$ cat src/hdl/ranging_timing_budget_calc_core_defines.svh
// assertion macros shared by the timing budget calculator modules
`ifndef RANGING_TIMING_BUDGET_CALC_CORE_DEFINES_SVH
`define RANGING_TIMING_BUDGET_CALC_CORE_DEFINES_SVH

// same-cycle implication, disabled while reset is low
`define RTBC_ASSERT_IMPL(lbl, clk, rst_n, ante, cons, msg) \
  lbl: assert property (@(posedge clk) disable iff (!rst_n) (ante) |-> (cons)) \
    else $error(msg);

// next-cycle implication, disabled while reset is low
`define RTBC_ASSERT_NEXT(lbl, clk, rst_n, ante, cons, msg) \
  lbl: assert property (@(posedge clk) disable iff (!rst_n) (ante) |=> (cons)) \
    else $error(msg);

`endif

$ cat src/hdl/rtbc_pkg.sv
// types, constants and decode helpers of the timing budget calculator
`timescale 1ns / 1ps
`default_nettype none

package rtbc_pkg;

  // operand widths of the serial arithmetic unit
  localparam int ALU_A_W = 32;
  localparam int ALU_B_W = 10;
  localparam int ALU_CNT_W = $clog2(ALU_A_W);

  // timing constants, microseconds unless noted
  localparam logic [15:0] START_OVH     = 16'd1910;
  localparam logic [15:0] SET_START_OVH = 16'd1320;
  localparam logic [15:0] END_OVH       = 16'd960;
  localparam logic [15:0] MSRC_OVH      = 16'd660;
  localparam logic [15:0] TCC_OVH       = 16'd590;
  localparam logic [15:0] DSS_OVH       = 16'd690;
  localparam logic [15:0] PRE_OVH       = 16'd660;
  localparam logic [15:0] FINAL_OVH     = 16'd550;
  localparam logic [31:0] MIN_BUDGET_US = 32'd20000;
  localparam logic [ALU_B_W-1:0] NS_PER_US = 10'd1000;
  localparam logic [31:0] HALF_US_NS    = 32'd500;
  localparam logic [19:0] PERIOD_NS_MUL = 20'd2304;
  localparam logic [19:0] PERIOD_NS_OFS = 20'd1655;

  // input item
  typedef struct packed {
    logic [7:0]  step_enables;
    logic [7:0]  pre_period_code;
    logic [7:0]  final_period_code;
    logic [7:0]  short_timeout_code;
    logic [15:0] pre_timeout_word;
    logic [15:0] final_timeout_word;
    logic [31:0] requested_budget_us;
  } rtbc_in_t;

  // result item
  typedef struct packed {
    logic [31:0] current_budget_us;
    logic [15:0] new_final_word;
    logic        request_accepted;
    logic        word_valid;
  } rtbc_out_t;

  // serial unit operations
  typedef enum logic {
    ALU_MUL = 1'b0,
    ALU_DIV = 1'b1
  } alu_op_t;

  typedef struct packed {
    logic                start;
    alu_op_t             op;
    logic [ALU_A_W-1:0]  a;
    logic [ALU_B_W-1:0]  b;
  } alu_req_t;

  typedef struct packed {
    logic               done;
    logic [ALU_A_W-1:0] result;
  } alu_rsp_t;

  typedef struct packed {
    logic        start;
    logic [31:0] value;
  } norm_req_t;

  typedef struct packed {
    logic        done;
    logic [15:0] word;
  } norm_rsp_t;

  // pulse period from its code, ((code+1)*2) mod 256
  function automatic logic [7:0] period_of(input logic [7:0] code);
    logic [7:0] inc;
    inc = code + 8'd1;
    return {inc[6:0], 1'b0};
  endfunction

  // numerator of the macro period in ns, 2304*period+1655
  function automatic logic [19:0] macro_num(input logic [7:0] period);
    return (PERIOD_NS_MUL * {12'd0, period}) + PERIOD_NS_OFS;
  endfunction

  // exponent/mantissa timeout to macro clocks, low 16 bits kept
  function automatic logic [15:0] mclks_of(input logic [15:0] word);
    logic [15:0] prod;
    prod = (word[15:12] == 4'd0) ? ({8'd0, word[7:0]} << word[11:8]) : 16'd0;
    return prod + 16'd1;
  endfunction

endpackage

`default_nettype wire

$ cat src/hdl/rtbc_alu.sv
// shared serial unit: shift-add multiply and restoring divide, one bit per cycle
`timescale 1ns / 1ps
`default_nettype none
`include "ranging_timing_budget_calc_core_defines.svh"

module rtbc_alu (
  input  logic              clk,
  input  logic              rst_n,
  input  rtbc_pkg::alu_req_t alu_req,
  output rtbc_pkg::alu_rsp_t alu_rsp
);
  import rtbc_pkg::*;

  logic                 busy_r;
  logic                 done_r;
  logic [ALU_CNT_W-1:0] cnt_r;
  alu_op_t              op_r;
  logic [ALU_A_W-1:0]   acc_r;
  logic [ALU_A_W-1:0]   sh_r;
  logic [ALU_B_W-1:0]   b_r;
  logic [ALU_B_W-1:0]   mplr_r;
  logic [ALU_B_W-1:0]   rem_r;
  logic [ALU_B_W:0]     trial;
  logic [ALU_B_W:0]     rem_sub;
  logic                 fits;

  // divide step: bring down the next dividend bit and try the divisor
  assign trial   = {rem_r, sh_r[ALU_A_W-1]};
  assign fits    = trial >= {1'b0, b_r};
  assign rem_sub = trial - {1'b0, b_r};

  // step counter and completion pulse
  always_ff @(posedge clk) begin
    if (!rst_n) begin
      busy_r <= 1'b0;
      done_r <= 1'b0;
      cnt_r  <= '0;
    end else begin
      done_r <= 1'b0;
      if (alu_req.start) begin
        busy_r <= 1'b1;
        cnt_r  <= (alu_req.op == ALU_MUL) ? ALU_CNT_W'(ALU_B_W - 1)
                                           : ALU_CNT_W'(ALU_A_W - 1);
      end else if (busy_r && (cnt_r == '0)) begin
        busy_r <= 1'b0;
        done_r <= 1'b1;
      end else if (busy_r) begin
        cnt_r <= cnt_r - 1'b1;
      end
    end
  end

  // operand shift registers
  always_ff @(posedge clk) begin
    if (alu_req.start) begin
      op_r   <= alu_req.op;
      acc_r  <= '0;
      sh_r   <= alu_req.a;
      b_r    <= alu_req.b;
      mplr_r <= alu_req.b;
      rem_r  <= '0;
    end else if (busy_r) begin
      case (op_r)
        ALU_MUL: begin
          if (mplr_r[0]) begin
            acc_r <= acc_r + sh_r;
          end
          sh_r   <= sh_r << 1;
          mplr_r <= mplr_r >> 1;
        end
        ALU_DIV: begin
          sh_r  <= sh_r << 1;
          acc_r <= {acc_r[ALU_A_W-2:0], fits};
          rem_r <= fits ? rem_sub[ALU_B_W-1:0] : trial[ALU_B_W-1:0];
        end
        default: begin
          acc_r <= acc_r;
        end
      endcase
    end
  end

  assign alu_rsp.done   = done_r;
  assign alu_rsp.result = acc_r;

  `RTBC_ASSERT_IMPL(a_no_restart, clk, rst_n, alu_req.start, !busy_r, "alu started while busy")
  `RTBC_ASSERT_IMPL(a_rem_bound, clk, rst_n, busy_r && (op_r == ALU_DIV), rem_r < b_r, "remainder not below divisor")
  `RTBC_ASSERT_IMPL(a_done_on_end, clk, rst_n, $fell(busy_r), done_r, "alu ended without done")

endmodule

`default_nettype wire

$ cat src/hdl/rtbc_norm.sv
// serial normalizer: encodes macro clocks as exponent and 8-bit mantissa
`timescale 1ns / 1ps
`default_nettype none

module rtbc_norm (
  input  logic               clk,
  input  logic               rst_n,
  input  rtbc_pkg::norm_req_t norm_req,
  output rtbc_pkg::norm_rsp_t norm_rsp
);
  import rtbc_pkg::*;

  logic        busy_r;
  logic        done_r;
  logic        zero_r;
  logic [31:0] low_r;
  logic [4:0]  high_r;
  logic        settled;

  // mantissa fits in a byte, or nothing to encode
  assign settled = zero_r || (low_r[31:8] == 24'd0);

  // control
  always_ff @(posedge clk) begin
    if (!rst_n) begin
      busy_r <= 1'b0;
      done_r <= 1'b0;
    end else begin
      done_r <= 1'b0;
      if (norm_req.start) begin
        busy_r <= 1'b1;
      end else if (busy_r && settled) begin
        busy_r <= 1'b0;
        done_r <= 1'b1;
      end
    end
  end

  // one right shift per cycle, counting the exponent
  always_ff @(posedge clk) begin
    if (norm_req.start) begin
      low_r  <= norm_req.value - 32'd1;
      high_r <= '0;
      zero_r <= (norm_req.value == 32'd0);
    end else if (busy_r && !settled) begin
      low_r  <= low_r >> 1;
      high_r <= high_r + 5'd1;
    end
  end

  assign norm_rsp.done = done_r;
  assign norm_rsp.word = zero_r ? 16'd0 : {3'd0, high_r, low_r[7:0]};

endmodule

`default_nettype wire

$ cat src/hdl/ranging_timing_budget_calc_core.sv
// top level: sequencer around the serial unit and the normalizer
//
//  channel | direction | handshake          | payload
//  in_     | input     | in_valid/in_ready   | rtbc_in_t  (timing words, request)
//  out_    | output    | out_valid/out_ready | rtbc_out_t (budget, new word, flags)
//
// One item at a time; the shared one-bit-per-cycle unit does every multiply and
// divide of an item, and the normalizer runs only when a new final-range word
// is encoded.
// Reset is synchronous and active low; it clears the sequencer and the output valid.
// A result waits in the output register; the next item is taken meanwhile,
// and a finished item stalls in its last state only while that register is full.
`timescale 1ns / 1ps
`default_nettype none
`include "ranging_timing_budget_calc_core_defines.svh"

module ranging_timing_budget_calc_core (
  input  logic                clk,
  input  logic                rst_n,
  input  logic                in_valid,
  output logic                in_ready,
  input  rtbc_pkg::rtbc_in_t  in_data,
  output logic                out_valid,
  input  logic                out_ready,
  output rtbc_pkg::rtbc_out_t out_data
);
  import rtbc_pkg::*;

  typedef enum logic [7:0] {
    ST_IDLE     = 8'b0000_0001,
    ST_ISSUE    = 8'b0000_0010,
    ST_WAIT     = 8'b0000_0100,
    ST_SUM      = 8'b0000_1000,
    ST_CHECK    = 8'b0001_0000,
    ST_ENC_GO   = 8'b0010_0000,
    ST_ENC_WAIT = 8'b0100_0000,
    ST_DONE     = 8'b1000_0000
  } state_t;

  typedef enum logic [3:0] {
    STEP_MNS_PRE   = 4'd0,
    STEP_MNS_FIN   = 4'd1,
    STEP_SHORT_MUL = 4'd2,
    STEP_SHORT_DIV = 4'd3,
    STEP_PRE_MUL   = 4'd4,
    STEP_PRE_DIV   = 4'd5,
    STEP_FIN_MUL   = 4'd6,
    STEP_FIN_DIV   = 4'd7,
    STEP_REM_MUL   = 4'd8,
    STEP_REM_DIV   = 4'd9
  } step_t;

  state_t state_r, state_nxt;
  step_t  step_r, step_nxt;

  alu_req_t  alu_req;
  alu_rsp_t  alu_rsp;
  norm_req_t norm_req;
  norm_rsp_t norm_rsp;

  // decoded item
  logic        tcc_r, dss_r, msrc_r, pre_r, fin_r;
  logic [7:0]  pre_p_r, fin_p_r;
  logic [8:0]  short_mclks_r;
  logic [15:0] pre_mclks_r, fin_mclks_r;
  logic [31:0] req_r;

  // intermediate results
  logic [ALU_B_W-1:0] mpre_r, mfin_r;
  logic [7:0]  short_us_r;
  logic [15:0] pre_us_r, fin_us_r;
  logic [15:0] steps_r;
  logic [16:0] cur_r;
  logic [16:0] lim_r;
  logic        acc_r, wvalid_r;
  logic [15:0] word_r;

  logic        out_valid_r;
  rtbc_out_t   out_data_r;

  logic        in_fire;
  logic        out_load;
  logic [15:0] pre_mclks_in, fin_mclks_in;
  logic [15:0] t_tcc, t_ds, t_pre;
  logic [16:0] cur_c, lim_c, t_fin;
  logic        req_ok, req_fits, need_word;

  assign in_ready = (state_r == ST_IDLE);
  assign in_fire  = in_valid && in_ready;
  assign out_load = (state_r == ST_DONE) && (!out_valid_r || out_ready);

  // timeout decode at acceptance
  assign pre_mclks_in = mclks_of(in_data.pre_timeout_word);
  assign fin_mclks_in = in_data.step_enables[6]
                        ? mclks_of(in_data.final_timeout_word) - pre_mclks_in
                        : mclks_of(in_data.final_timeout_word);

  // per-step overheads
  assign t_tcc = tcc_r ? (16'(short_us_r) + TCC_OVH) : 16'd0;
  assign t_ds  = dss_r  ? ((16'(short_us_r) + DSS_OVH) << 1)
               : msrc_r ? (16'(short_us_r) + MSRC_OVH) : 16'd0;
  assign t_pre = pre_r ? (pre_us_r + PRE_OVH) : 16'd0;

  // budget totals and request check
  assign t_fin     = fin_r ? (17'(fin_us_r) + 17'(FINAL_OVH)) : 17'd0;
  assign cur_c     = 17'(steps_r) + 17'(START_OVH + END_OVH) + t_fin;
  assign lim_c     = 17'(steps_r) + 17'(SET_START_OVH + END_OVH + FINAL_OVH);
  assign req_ok    = (req_r >= MIN_BUDGET_US);
  assign req_fits  = (req_r > {15'd0, lim_c});
  assign need_word = req_ok && fin_r && req_fits;

  // operand selection for the serial unit
  always_comb begin
    alu_req       = '0;
    alu_req.start = (state_r == ST_ISSUE);
    case (step_r)
      STEP_MNS_PRE: begin
        alu_req.op = ALU_DIV;
        alu_req.a  = {12'd0, macro_num(pre_p_r)};
        alu_req.b  = NS_PER_US;
      end
      STEP_MNS_FIN: begin
        alu_req.op = ALU_DIV;
        alu_req.a  = {12'd0, macro_num(fin_p_r)};
        alu_req.b  = NS_PER_US;
      end
      STEP_SHORT_MUL: begin
        alu_req.op = ALU_MUL;
        alu_req.a  = {23'd0, short_mclks_r};
        alu_req.b  = mpre_r;
      end
      STEP_PRE_MUL: begin
        alu_req.op = ALU_MUL;
        alu_req.a  = {16'd0, pre_mclks_r};
        alu_req.b  = mpre_r;
      end
      STEP_FIN_MUL: begin
        alu_req.op = ALU_MUL;
        alu_req.a  = {16'd0, fin_mclks_r};
        alu_req.b  = mfin_r;
      end
      STEP_SHORT_DIV, STEP_PRE_DIV, STEP_FIN_DIV: begin
        alu_req.op = ALU_DIV;
        alu_req.a  = alu_rsp.result + HALF_US_NS;
        alu_req.b  = NS_PER_US;
      end
      STEP_REM_MUL: begin
        alu_req.op = ALU_MUL;
        alu_req.a  = req_r - {15'd0, lim_r};
        alu_req.b  = NS_PER_US;
      end
      STEP_REM_DIV: begin
        alu_req.op = ALU_DIV;
        alu_req.a  = alu_rsp.result + {22'd0, (mfin_r >> 1)};
        alu_req.b  = mfin_r;
      end
      default: begin
        alu_req.op = ALU_MUL;
      end
    endcase
  end

  // normalizer gets the quotient plus the pre-range clocks when that step is enabled
  assign norm_req.start = (state_r == ST_ENC_GO);
  assign norm_req.value = alu_rsp.result + (pre_r ? {16'd0, pre_mclks_r} : 32'd0);

  // sequencer
  always_comb begin
    state_nxt = state_r;
    step_nxt  = step_r;
    case (state_r)
      ST_IDLE: begin
        if (in_fire) begin
          state_nxt = ST_ISSUE;
          step_nxt  = STEP_MNS_PRE;
        end
      end
      ST_ISSUE: begin
        state_nxt = ST_WAIT;
      end
      ST_WAIT: begin
        if (alu_rsp.done) begin
          case (step_r)
            STEP_MNS_PRE:   begin step_nxt = STEP_MNS_FIN;   state_nxt = ST_ISSUE; end
            STEP_MNS_FIN:   begin step_nxt = STEP_SHORT_MUL; state_nxt = ST_ISSUE; end
            STEP_SHORT_MUL: begin step_nxt = STEP_SHORT_DIV; state_nxt = ST_ISSUE; end
            STEP_SHORT_DIV: begin step_nxt = STEP_PRE_MUL;   state_nxt = ST_ISSUE; end
            STEP_PRE_MUL:   begin step_nxt = STEP_PRE_DIV;   state_nxt = ST_ISSUE; end
            STEP_PRE_DIV:   begin step_nxt = STEP_FIN_MUL;   state_nxt = ST_ISSUE; end
            STEP_FIN_MUL:   begin step_nxt = STEP_FIN_DIV;   state_nxt = ST_ISSUE; end
            STEP_FIN_DIV:   begin state_nxt = ST_SUM; end
            STEP_REM_MUL:   begin step_nxt = STEP_REM_DIV;   state_nxt = ST_ISSUE; end
            STEP_REM_DIV:   begin state_nxt = ST_ENC_GO; end
            default:        begin state_nxt = ST_IDLE; end
          endcase
        end
      end
      ST_SUM: begin
        state_nxt = ST_CHECK;
      end
      ST_CHECK: begin
        if (need_word) begin
          state_nxt = ST_ISSUE;
          step_nxt  = STEP_REM_MUL;
        end else begin
          state_nxt = ST_DONE;
        end
      end
      ST_ENC_GO: begin
        state_nxt = ST_ENC_WAIT;
      end
      ST_ENC_WAIT: begin
        if (norm_rsp.done) begin
          state_nxt = ST_DONE;
        end
      end
      ST_DONE: begin
        if (out_load) begin
          state_nxt = ST_IDLE;
        end
      end
      default: begin
        state_nxt = ST_IDLE;
      end
    endcase
  end

  // control registers
  always_ff @(posedge clk) begin
    if (!rst_n) begin
      state_r     <= ST_IDLE;
      step_r      <= STEP_MNS_PRE;
      out_valid_r <= 1'b0;
    end else begin
      state_r <= state_nxt;
      step_r  <= step_nxt;
      if (out_load) begin
        out_valid_r <= 1'b1;
      end else if (out_ready) begin
        out_valid_r <= 1'b0;
      end
    end
  end

  // item capture and intermediate results
  always_ff @(posedge clk) begin
    if (in_fire) begin
      tcc_r         <= in_data.step_enables[4];
      dss_r         <= in_data.step_enables[3];
      msrc_r        <= in_data.step_enables[2];
      pre_r         <= in_data.step_enables[6];
      fin_r         <= in_data.step_enables[7];
      pre_p_r       <= period_of(in_data.pre_period_code);
      fin_p_r       <= period_of(in_data.final_period_code);
      short_mclks_r <= {1'b0, in_data.short_timeout_code} + 9'd1;
      pre_mclks_r   <= pre_mclks_in;
      fin_mclks_r   <= fin_mclks_in;
      req_r         <= in_data.requested_budget_us;
    end
    if ((state_r == ST_WAIT) && alu_rsp.done) begin
      case (step_r)
        STEP_MNS_PRE:   mpre_r     <= alu_rsp.result[ALU_B_W-1:0];
        STEP_MNS_FIN:   mfin_r     <= alu_rsp.result[ALU_B_W-1:0];
        STEP_SHORT_DIV: short_us_r <= alu_rsp.result[7:0];
        STEP_PRE_DIV:   pre_us_r   <= alu_rsp.result[15:0];
        STEP_FIN_DIV:   fin_us_r   <= alu_rsp.result[15:0];
        default:        mpre_r     <= mpre_r;
      endcase
    end
    if (state_r == ST_SUM) begin
      steps_r <= t_tcc + t_ds + t_pre;
    end
    if (state_r == ST_CHECK) begin
      cur_r    <= cur_c;
      lim_r    <= lim_c;
      acc_r    <= req_ok && (!fin_r || req_fits);
      wvalid_r <= need_word;
      word_r   <= 16'd0;
    end
    if ((state_r == ST_ENC_WAIT) && norm_rsp.done) begin
      word_r <= norm_rsp.word;
    end
    if (out_load) begin
      out_data_r.current_budget_us <= {15'd0, cur_r};
      out_data_r.new_final_word    <= word_r;
      out_data_r.request_accepted  <= acc_r;
      out_data_r.word_valid        <= wvalid_r;
    end
  end

  assign out_valid = out_valid_r;
  assign out_data  = out_data_r;

  rtbc_alu u_alu (
    .clk     (clk),
    .rst_n   (rst_n),
    .alu_req (alu_req),
    .alu_rsp (alu_rsp)
  );

  rtbc_norm u_norm (
    .clk      (clk),
    .rst_n    (rst_n),
    .norm_req (norm_req),
    .norm_rsp (norm_rsp)
  );

  `RTBC_ASSERT_IMPL(a_alu_done_in_wait, clk, rst_n, alu_rsp.done, state_r == ST_WAIT, "alu result outside wait state")
  `RTBC_ASSERT_IMPL(a_norm_done_in_enc, clk, rst_n, norm_rsp.done, state_r == ST_ENC_WAIT, "encoder result outside its wait state")
  `RTBC_ASSERT_IMPL(a_word_needs_accept, clk, rst_n, out_valid, !out_data.word_valid || out_data.request_accepted, "word valid on a rejected request")
  `RTBC_ASSERT_NEXT(a_check_leaves, clk, rst_n, state_r == ST_CHECK, state_r == ST_ISSUE || state_r == ST_DONE, "bad exit from request check")

endmodule

`default_nettype wire
$ cat config.mk
export PLATFORM = sky130hd
export DESIGN_NAME = ranging_timing_budget_calc_core
export DESIGN_NICKNAME = d
export VERILOG_FILES = /design/src/hdl/rtbc_pkg.sv /design/src/hdl/rtbc_alu.sv /design/src/hdl/rtbc_norm.sv /design/src/hdl/ranging_timing_budget_calc_core.sv
export VERILOG_INCLUDE_DIRS = /design/src /design/src/hdl
export SDC_FILE = /design/constraint.sdc
export NUM_CORES = 1
export LEC_CHECK = 0
export ABC_AREA = 0
export ABC_CLOCK_PERIOD_IN_PS = 5200
export BUFFER_PORTS_ARGS = -buffer_cell sky130_fd_sc_hd__clkbuf_2
export CAP_MARGIN = 20
export CORE_ASPECT_RATIO = 2
export CORE_MARGIN = 8
export CORE_UTILIZATION = 58
export CTS_BUF_LIST = sky130_fd_sc_hd__clkbuf_4
export DETAILED_ROUTE_END_ITERATION = 8
export PLACE_DENSITY = 0.79
export SKIP_LAST_GASP = 1
export SLEW_MARGIN = 5
export SYNTH_ARGS = -nofsm -noshare
export SYNTH_HDL_FRONTEND = slang
export SYNTH_SLANG_ARGS = --single-unit
$ cat constraint.sdc
create_clock -name clk -period 5.2 [get_ports clk]
set_input_delay 1.3 -clock clk [delete_from_list [all_inputs] [get_ports clk]]
set_output_delay 1.3 -clock clk [all_outputs]
set_load 0.1 [all_outputs]
==> run_results.csv, run 1 <==
group,metric,value,unit
setup_path,r2r_slack,520,ps
clock_tree,clkLatencyLatePin,890,ps
detailed_routing,avgRoutedWirePerCell,23.4,um
timing,finalCritPeriodShare,0.900,
synthesis,synth_ff_type,"edfxtp_1",
synthesis,synth_edf_count,335,
setup_path,end_kind,"flop",
global_routing,gr-usage-met3,0.0732,
worst_hold_path,min_path_type,"flop to flop",
die,initial_core_util,0.587,
global_routing,met2_usage,0.571,
timing,maxSlewViolCount,0,
timing,max_freq,0.214,GHz
synthesis,synth_cell_type_count,101,
detailed_routing,drc_errors,0,
cells_and_area,regArea,0.0114,mm^2
cells_and_area,layout_commonest_cell,"edfxtp_1",
outcome,status,"completed",
global_routing,antenna_found_initial,6,
cells_and_area,area_delta_synth_final,9.69,%
global_routing,grtUsageTotal,0.318,
synthesis,ys_seq_elements,404,
die,fp.coreArea,0.0492,mm^2
die,die_w,174,um
die,num_io_pins,152,
setup_path,critical_path_class,"flop to flop",
detailed_routing,drt-vias-per-instance,6.45,
setup_path,start_kind,"flop",
timing,fin_crit,4680,ps
placement,gp_congestion,1.05,
detailed_routing,first_pass_iters,7,
timing,worstMarginPinSlew,1100,ps
clock_tree,h-tree-depth,3,
setup_path,path_cells,"nor3_1, or3_1, nor2_1, or3_1, a21oi_1, nor2b_1, and2_1, xnor2_1, ha_1, a21o_1, a211oi_1, o211ai_1, o221a_2, o21ai_0, o21ai_0, and3b_1, a211oi_1",
pwr,report.power.total,12.7,mW
setup_path,arrival,5440,ps
die,dieArea,0.0576,mm^2
detailed_routing,vias,25800,
clock_tree,cts-resized-gates,0,
clock_tree,hold_buffers,0,
clock_tree,cts_tree,"built",
die,die_h,332,um
clock_tree,postCtsSetupBuffers,0,
synthesis,syn_area,0.0289,mm^2
synthesis,avgSynthCellArea,9.32,um^2
setup_path,max_stage_delay,460,ps
pwr,ir_drop,0.205,mV
timing,slew_headroom,0.262,
synthesis,synth_warnings,0,
global_routing,busiest_layer,"met2",
synthesis,synth_area_leaders,"edfxtp_1 35%, ha_1 8.4%, dfxtp_1 4.8%, xnor2_1 4.1%, nand2_1 3.8%",
global_routing,first_global_vias,26600,
timing,rsz0062_at_grt,"false",
cells_and_area,final_layout_size_suffix_gt1_frac,0.130,
placement,place_area,0.0305,mm^2
global_routing,grt_first_pass_wirelength,143000,um
pwr,power_density,400,mW/mm^2
placement,place_hpwl,70700,um
cells_and_area,nNetsFinal,3599,
clock_tree,clk_pin_slew,70,ps
cells_and_area,stdcell_area,0.0317,mm^2
cells_and_area,mostFrequentLayoutCells,"335 x edfxtp_1, 294 x nand2_1, 233 x nor2_1, 205 x a21oi_1, 193 x ha_1",
clock_tree,root_buffer,"clkbuf_4",
cells_and_area,multiInputGateArea,0.0162,mm^2
cells_and_area,nFillCells,4182,
timing,final-setup-viol-count,0,
synthesis,async_flop_share,0,
detailed_routing,wirelength,93900,um
setup_path,cp_max_fo,4,
pwr,power_leakage,12.7,nW
synthesis,seq_area_frac_synth,0.396,
setup_path,worst_path_dominant_cell_family,"compound AO/OA/AOI/OAI gates",
clock_tree,cts_num_sinks,404,
global_routing,grt_max_degree,73,
detailed_routing,postRouteAntennaNets,0,
synthesis,synth_top_area_share,0.348,
setup_path,path_buf_inv,0,
job,max-cap-violations,0,
global_routing,use_met1,0.296,
global_routing,gr-total-overflow,0,
synthesis,synth_area_leader_cell,"edfxtp_1",
timing,fin_skew,76.9,ps
clock_tree,cts_buffers,92,
placement,portBuffers,128,
timing,hold_viol_final,0,
die,rows,115,
synthesis,synthCells,3099,
setup_path,cp.required,5950,ps
clock_tree,clockBufferDepth,3,
setup_path,slowest_stage,"edfxtp_1",
detailed_routing,drtIter0Drc,2054,
metrics by stage:
stage	std cells	setup TNS, ps	setup WS, ps	utilization	hold slack [ps]
floorplan	3116	0	48.5	-	400
global placement	3833	-183	-108	0.619	402
detailed placement	3833	-395	-193	0.619	405
CTS	3999	0	567	0.643	419
global route	4002	0	209	0.643	424
finish	4006	0	519	0.644	418
Yosys cell counts (89+ instances only):
| library cell | number |
|---|---|
| edfxtp_1 | 335 |
| inv_1 | 176 |
| ha_1 | 193 |
| a21oi_1 | 205 |
| xnor2_1 | 135 |
| o21ai_0 | 171 |
| nand3_1 | 99 |
| nor2_1 | 234 |
| nor3_1 | 89 |
| nand2_1 | 294 |
| xor2_1 | 97 |
| clkbuf_1 | 103 |
metal layers:
metal  up-vias  share of wire
li1      11800              -
met5         -        0.00014
met3       501          0.071
met4         2          0.094
met2      1315           0.51
met1     12200           0.33
area by class of cell:
| cell class | instances | area share |
|---|---|---|
| multi-input combinational | 2388 | 0.512 |
| sequential | 404 | 0.361 |
| timing repair buffer | 221 | 0.0422 |
| clock buffer | 121 | 0.0287 |
| tap | 643 | 0.0254 |
| inverter | 179 | 0.0212 |
| clock inverter | 45 | 0.00861 |
| antenna | 5 | 0.000395 |
where the power goes:
group	total [mW]	internal, mW	leakage, nW	switching [mW]
combinational	5.53	2.05	8.39	3.47
clock	2.60	1.25	0.693	1.35
sequential	4.54	3.98	3.65	0.556
registers in the layout, indices dropped and copies added (netlist names), 8 cells and up:
name           count
mpre_r            10
u_alu.sh_r        32
u_alu.rem_r       10
cur_r             17
u_norm.low_r      32
u_alu.mplr_r      10
mfin_r            10
fin_us_r          16
state_r            8
short_mclks_r      9
word_r            13
lim_r             17
short_us_r         8
pre_mclks_r       16
fin_mclks_r       16
out_data          32
u_alu.b_r         10
req_r             32
steps_r           16
pre_us_r          16
u_alu.acc_r       32
final timing paths:
| kind | start | endpoint | cells past startpoint |
|---|---|---|---|
| worst max-delay path | steps_r[3] | step_r[2] | 17 |
| worst min-delay path | word_r[3] | out_data[5] | 0 |
| worst max register to register | steps_r[3] | step_r[2] | 17 |
| worst min register to register | word_r[3] | out_data[5] | 0 |
cells by family after synthesis:
| family | Yosys count | share of synthesized area |
|---|---|---|
| other | 1 | 0.000130 |
| DFF | 404 | 0.396 |
| and+or+nand+nor | 1068 | 0.185 |
| xor gates and xnor gates | 233 | 0.0709 |
| muxes | 70 | 0.0258 |
| AOI/OAI and AO/OA | 785 | 0.179 |
| adders and majority gates | 214 | 0.0979 |
| buffers and inverters | 324 | 0.0455 |
No activity file was read; power rests on OpenSTA's default activity.
==> run 2: changes to the inputs <==
- CELL_PAD_IN_SITES_DETAIL_PLACEMENT: default -> 1
- CELL_PAD_IN_SITES_GLOBAL_PLACEMENT: default -> 2
- CORE_UTILIZATION: 58 -> 37
- PLACE_DENSITY: 0.79 -> default
- PLACE_DENSITY_LB_ADDON: default -> 0.1
==> run_results.csv, run 2 (same netlist as run 1, synthesis figures left out) <==
group,metric,value,unit
outcome,status,"completed",
clock_tree,postCtsSetupBuffers,0,
clock_tree,cts_buffers,97,
timing,hold-worst-slack,417,ps
global_routing,grt_max_degree,67,
clock_tree,cts-resized-gates,0,
clock_tree,cts_tree,"built",
clock_tree,clkLatencyLatePin,980,ps
die,die_h,411,um
die,dieArea,0.0878,mm^2
timing,maxSlewViolCount,0,
timing,fin_crit,4650,ps
setup_path,slowest_stage,"edfxtp_1",
cells_and_area,final_layout_size_suffix_gt1_frac,0.141,
detailed_routing,postRouteAntennaNets,0,
timing,final-setup-viol-count,0,
detailed_routing,first_pass_iters,7,
detailed_routing,wirelength,97900,um
setup_path,cp.required,6090,ps
setup_path,start_kind,"flop",
setup_path,critical_path_class,"flop to flop",
clock_tree,clk_pin_slew,70,ps
timing,rsz0062_at_grt,"false",
clock_tree,cts_num_sinks,404,
placement,post-place-ws,-234,ps
placement,portBuffers,128,
timing,worstMarginPinSlew,1060,ps
pwr,power_density,398,mW/mm^2
job,max-cap-violations,0,
cells_and_area,mostFrequentLayoutCells,"335 x edfxtp_1, 294 x nand2_1, 233 x nor2_1, 205 x a21oi_1, 193 x ha_1",
detailed_routing,drc_errors,0,
setup_path,max_stage_delay,480,ps
detailed_routing,vias,24500,
global_routing,first_global_vias,25700,
cells_and_area,layout_commonest_cell,"edfxtp_1",
pwr,ir_drop,0.317,mV
cells_and_area,nNetsFinal,3628,
detailed_routing,drtIter0Drc,1186,
setup_path,arrival,5540,ps
detailed_routing,avgRoutedWirePerCell,22.1,um
timing,hold_viol_final,0,
pwr,power_leakage,12.9,nW
setup_path,cp_max_fo,4,
die,rows,145,
setup_path,path_cells,"inv_1, ha_1, a21oi_1, a21oi_1, inv_1, o21ai_0, a21boi_0, xor2_1, inv_1, ha_1, a21o_1, a21o_1, a211oi_1, o211ai_1, o221a_2, o21ai_0, buf_4, o21ai_0, and3b_1, a211oi_1",
cells_and_area,final_util,0.419,
timing,finalCritPeriodShare,0.895,
die,die_w,214,um
detailed_routing,drt-vias-per-instance,5.53,
timing,fin_ws,546,ps
die,num_io_pins,152,
setup_path,end_kind,"flop",
clock_tree,h-tree-depth,3,
global_routing,gr-total-overflow,0,
clock_tree,root_buffer,"clkbuf_4",
die,initial_core_util,0.372,
timing,fin_skew,66.3,ps
placement,gp_congestion,0.868,
cells_and_area,final_cells,4428,
timing,max_freq,0.215,GHz
die,fp.coreArea,0.0776,mm^2
placement,placed_cells,4245,
placement,place_hpwl,76400,um
clock_tree,hold_buffers,0,
cells_and_area,nFillCells,9155,
global_routing,antenna_found_initial,2,
timing,slew_headroom,0.290,
worst_hold_path,min_path_type,"flop to flop",
clock_tree,clockBufferDepth,3,
global_routing,grtUsageTotal,0.223,
cells_and_area,area_delta_synth_final,12.6,%
global_routing,grt_first_pass_wirelength,151000,um
## run 2: worst paths after layout
check                           startpoint           end  slack, ps  cells past startpoint
worst max-delay path            steps_r[1]     step_r[2]        550                     20
worst min-delay path            word_r[12]  out_data[14]        420                      0
worst max register to register  steps_r[1]     step_r[2]        550                     20
worst min register to register  word_r[12]  out_data[14]        420                      0
## run 2: per-stage QoR
| stage | setup TNS, ps | power, mW | instance area (um^2) |
|---|---|---|---|
| after global routing | 0 | 13.8 | 32500 |
| after floorplan | 0 | 8.26 | 28900 |
| after CTS | 0 | 13.1 | 32500 |
| after global placement | -276 | 10.0 | 31200 |
| after detailed placement | -468 | 10.1 | 31200 |
| final | 0 | 12.9 | 32500 |
## run 2: critical path: cells and delay by family (launching register included)
kind                       cells  cell delay, ps
AOI/OAI and AO/OA             12            2600
xor gates and xnor gates       1             260
adders and majority gates      2             530
buffers and inverters          4             490
DFF                            1             480
and+or+nand+nor                1             230
## run 2: where the power goes
group / switching (mW) / internal, mW / leakage (nW) / total, mW
Sequential: 0.464 / 3.98 / 3.65 / 4.44
Combinational: 3.49 / 2.09 / 8.52 / 5.57
Clock: 1.44 / 1.47 / 0.785 / 2.92
## run 2: cell type report
class                   instances  area [um^2]  area share
flip-flops and latches        404        11400       0.352
clock inverters                41          307     0.00943
diodes                          5         12.5    0.000385
clock buffers                 137         1030      0.0316
well taps                    1029         1290      0.0396
inverters                     179          672      0.0207
repair buffers                245         1530      0.0471
multi-input cells            2388        16200       0.499
## run 2: layer usage
layer / routed length [um] / vias to the layer above / track usage
met5: 0 / - / 0
met4: 3490 / 0 / 0.0819
met3: 3000 / 153 / 0.0328
met2: 50600 / 439 / 0.405
met1: 40800 / 12100 / 0.260
li1: - / 11800 / -
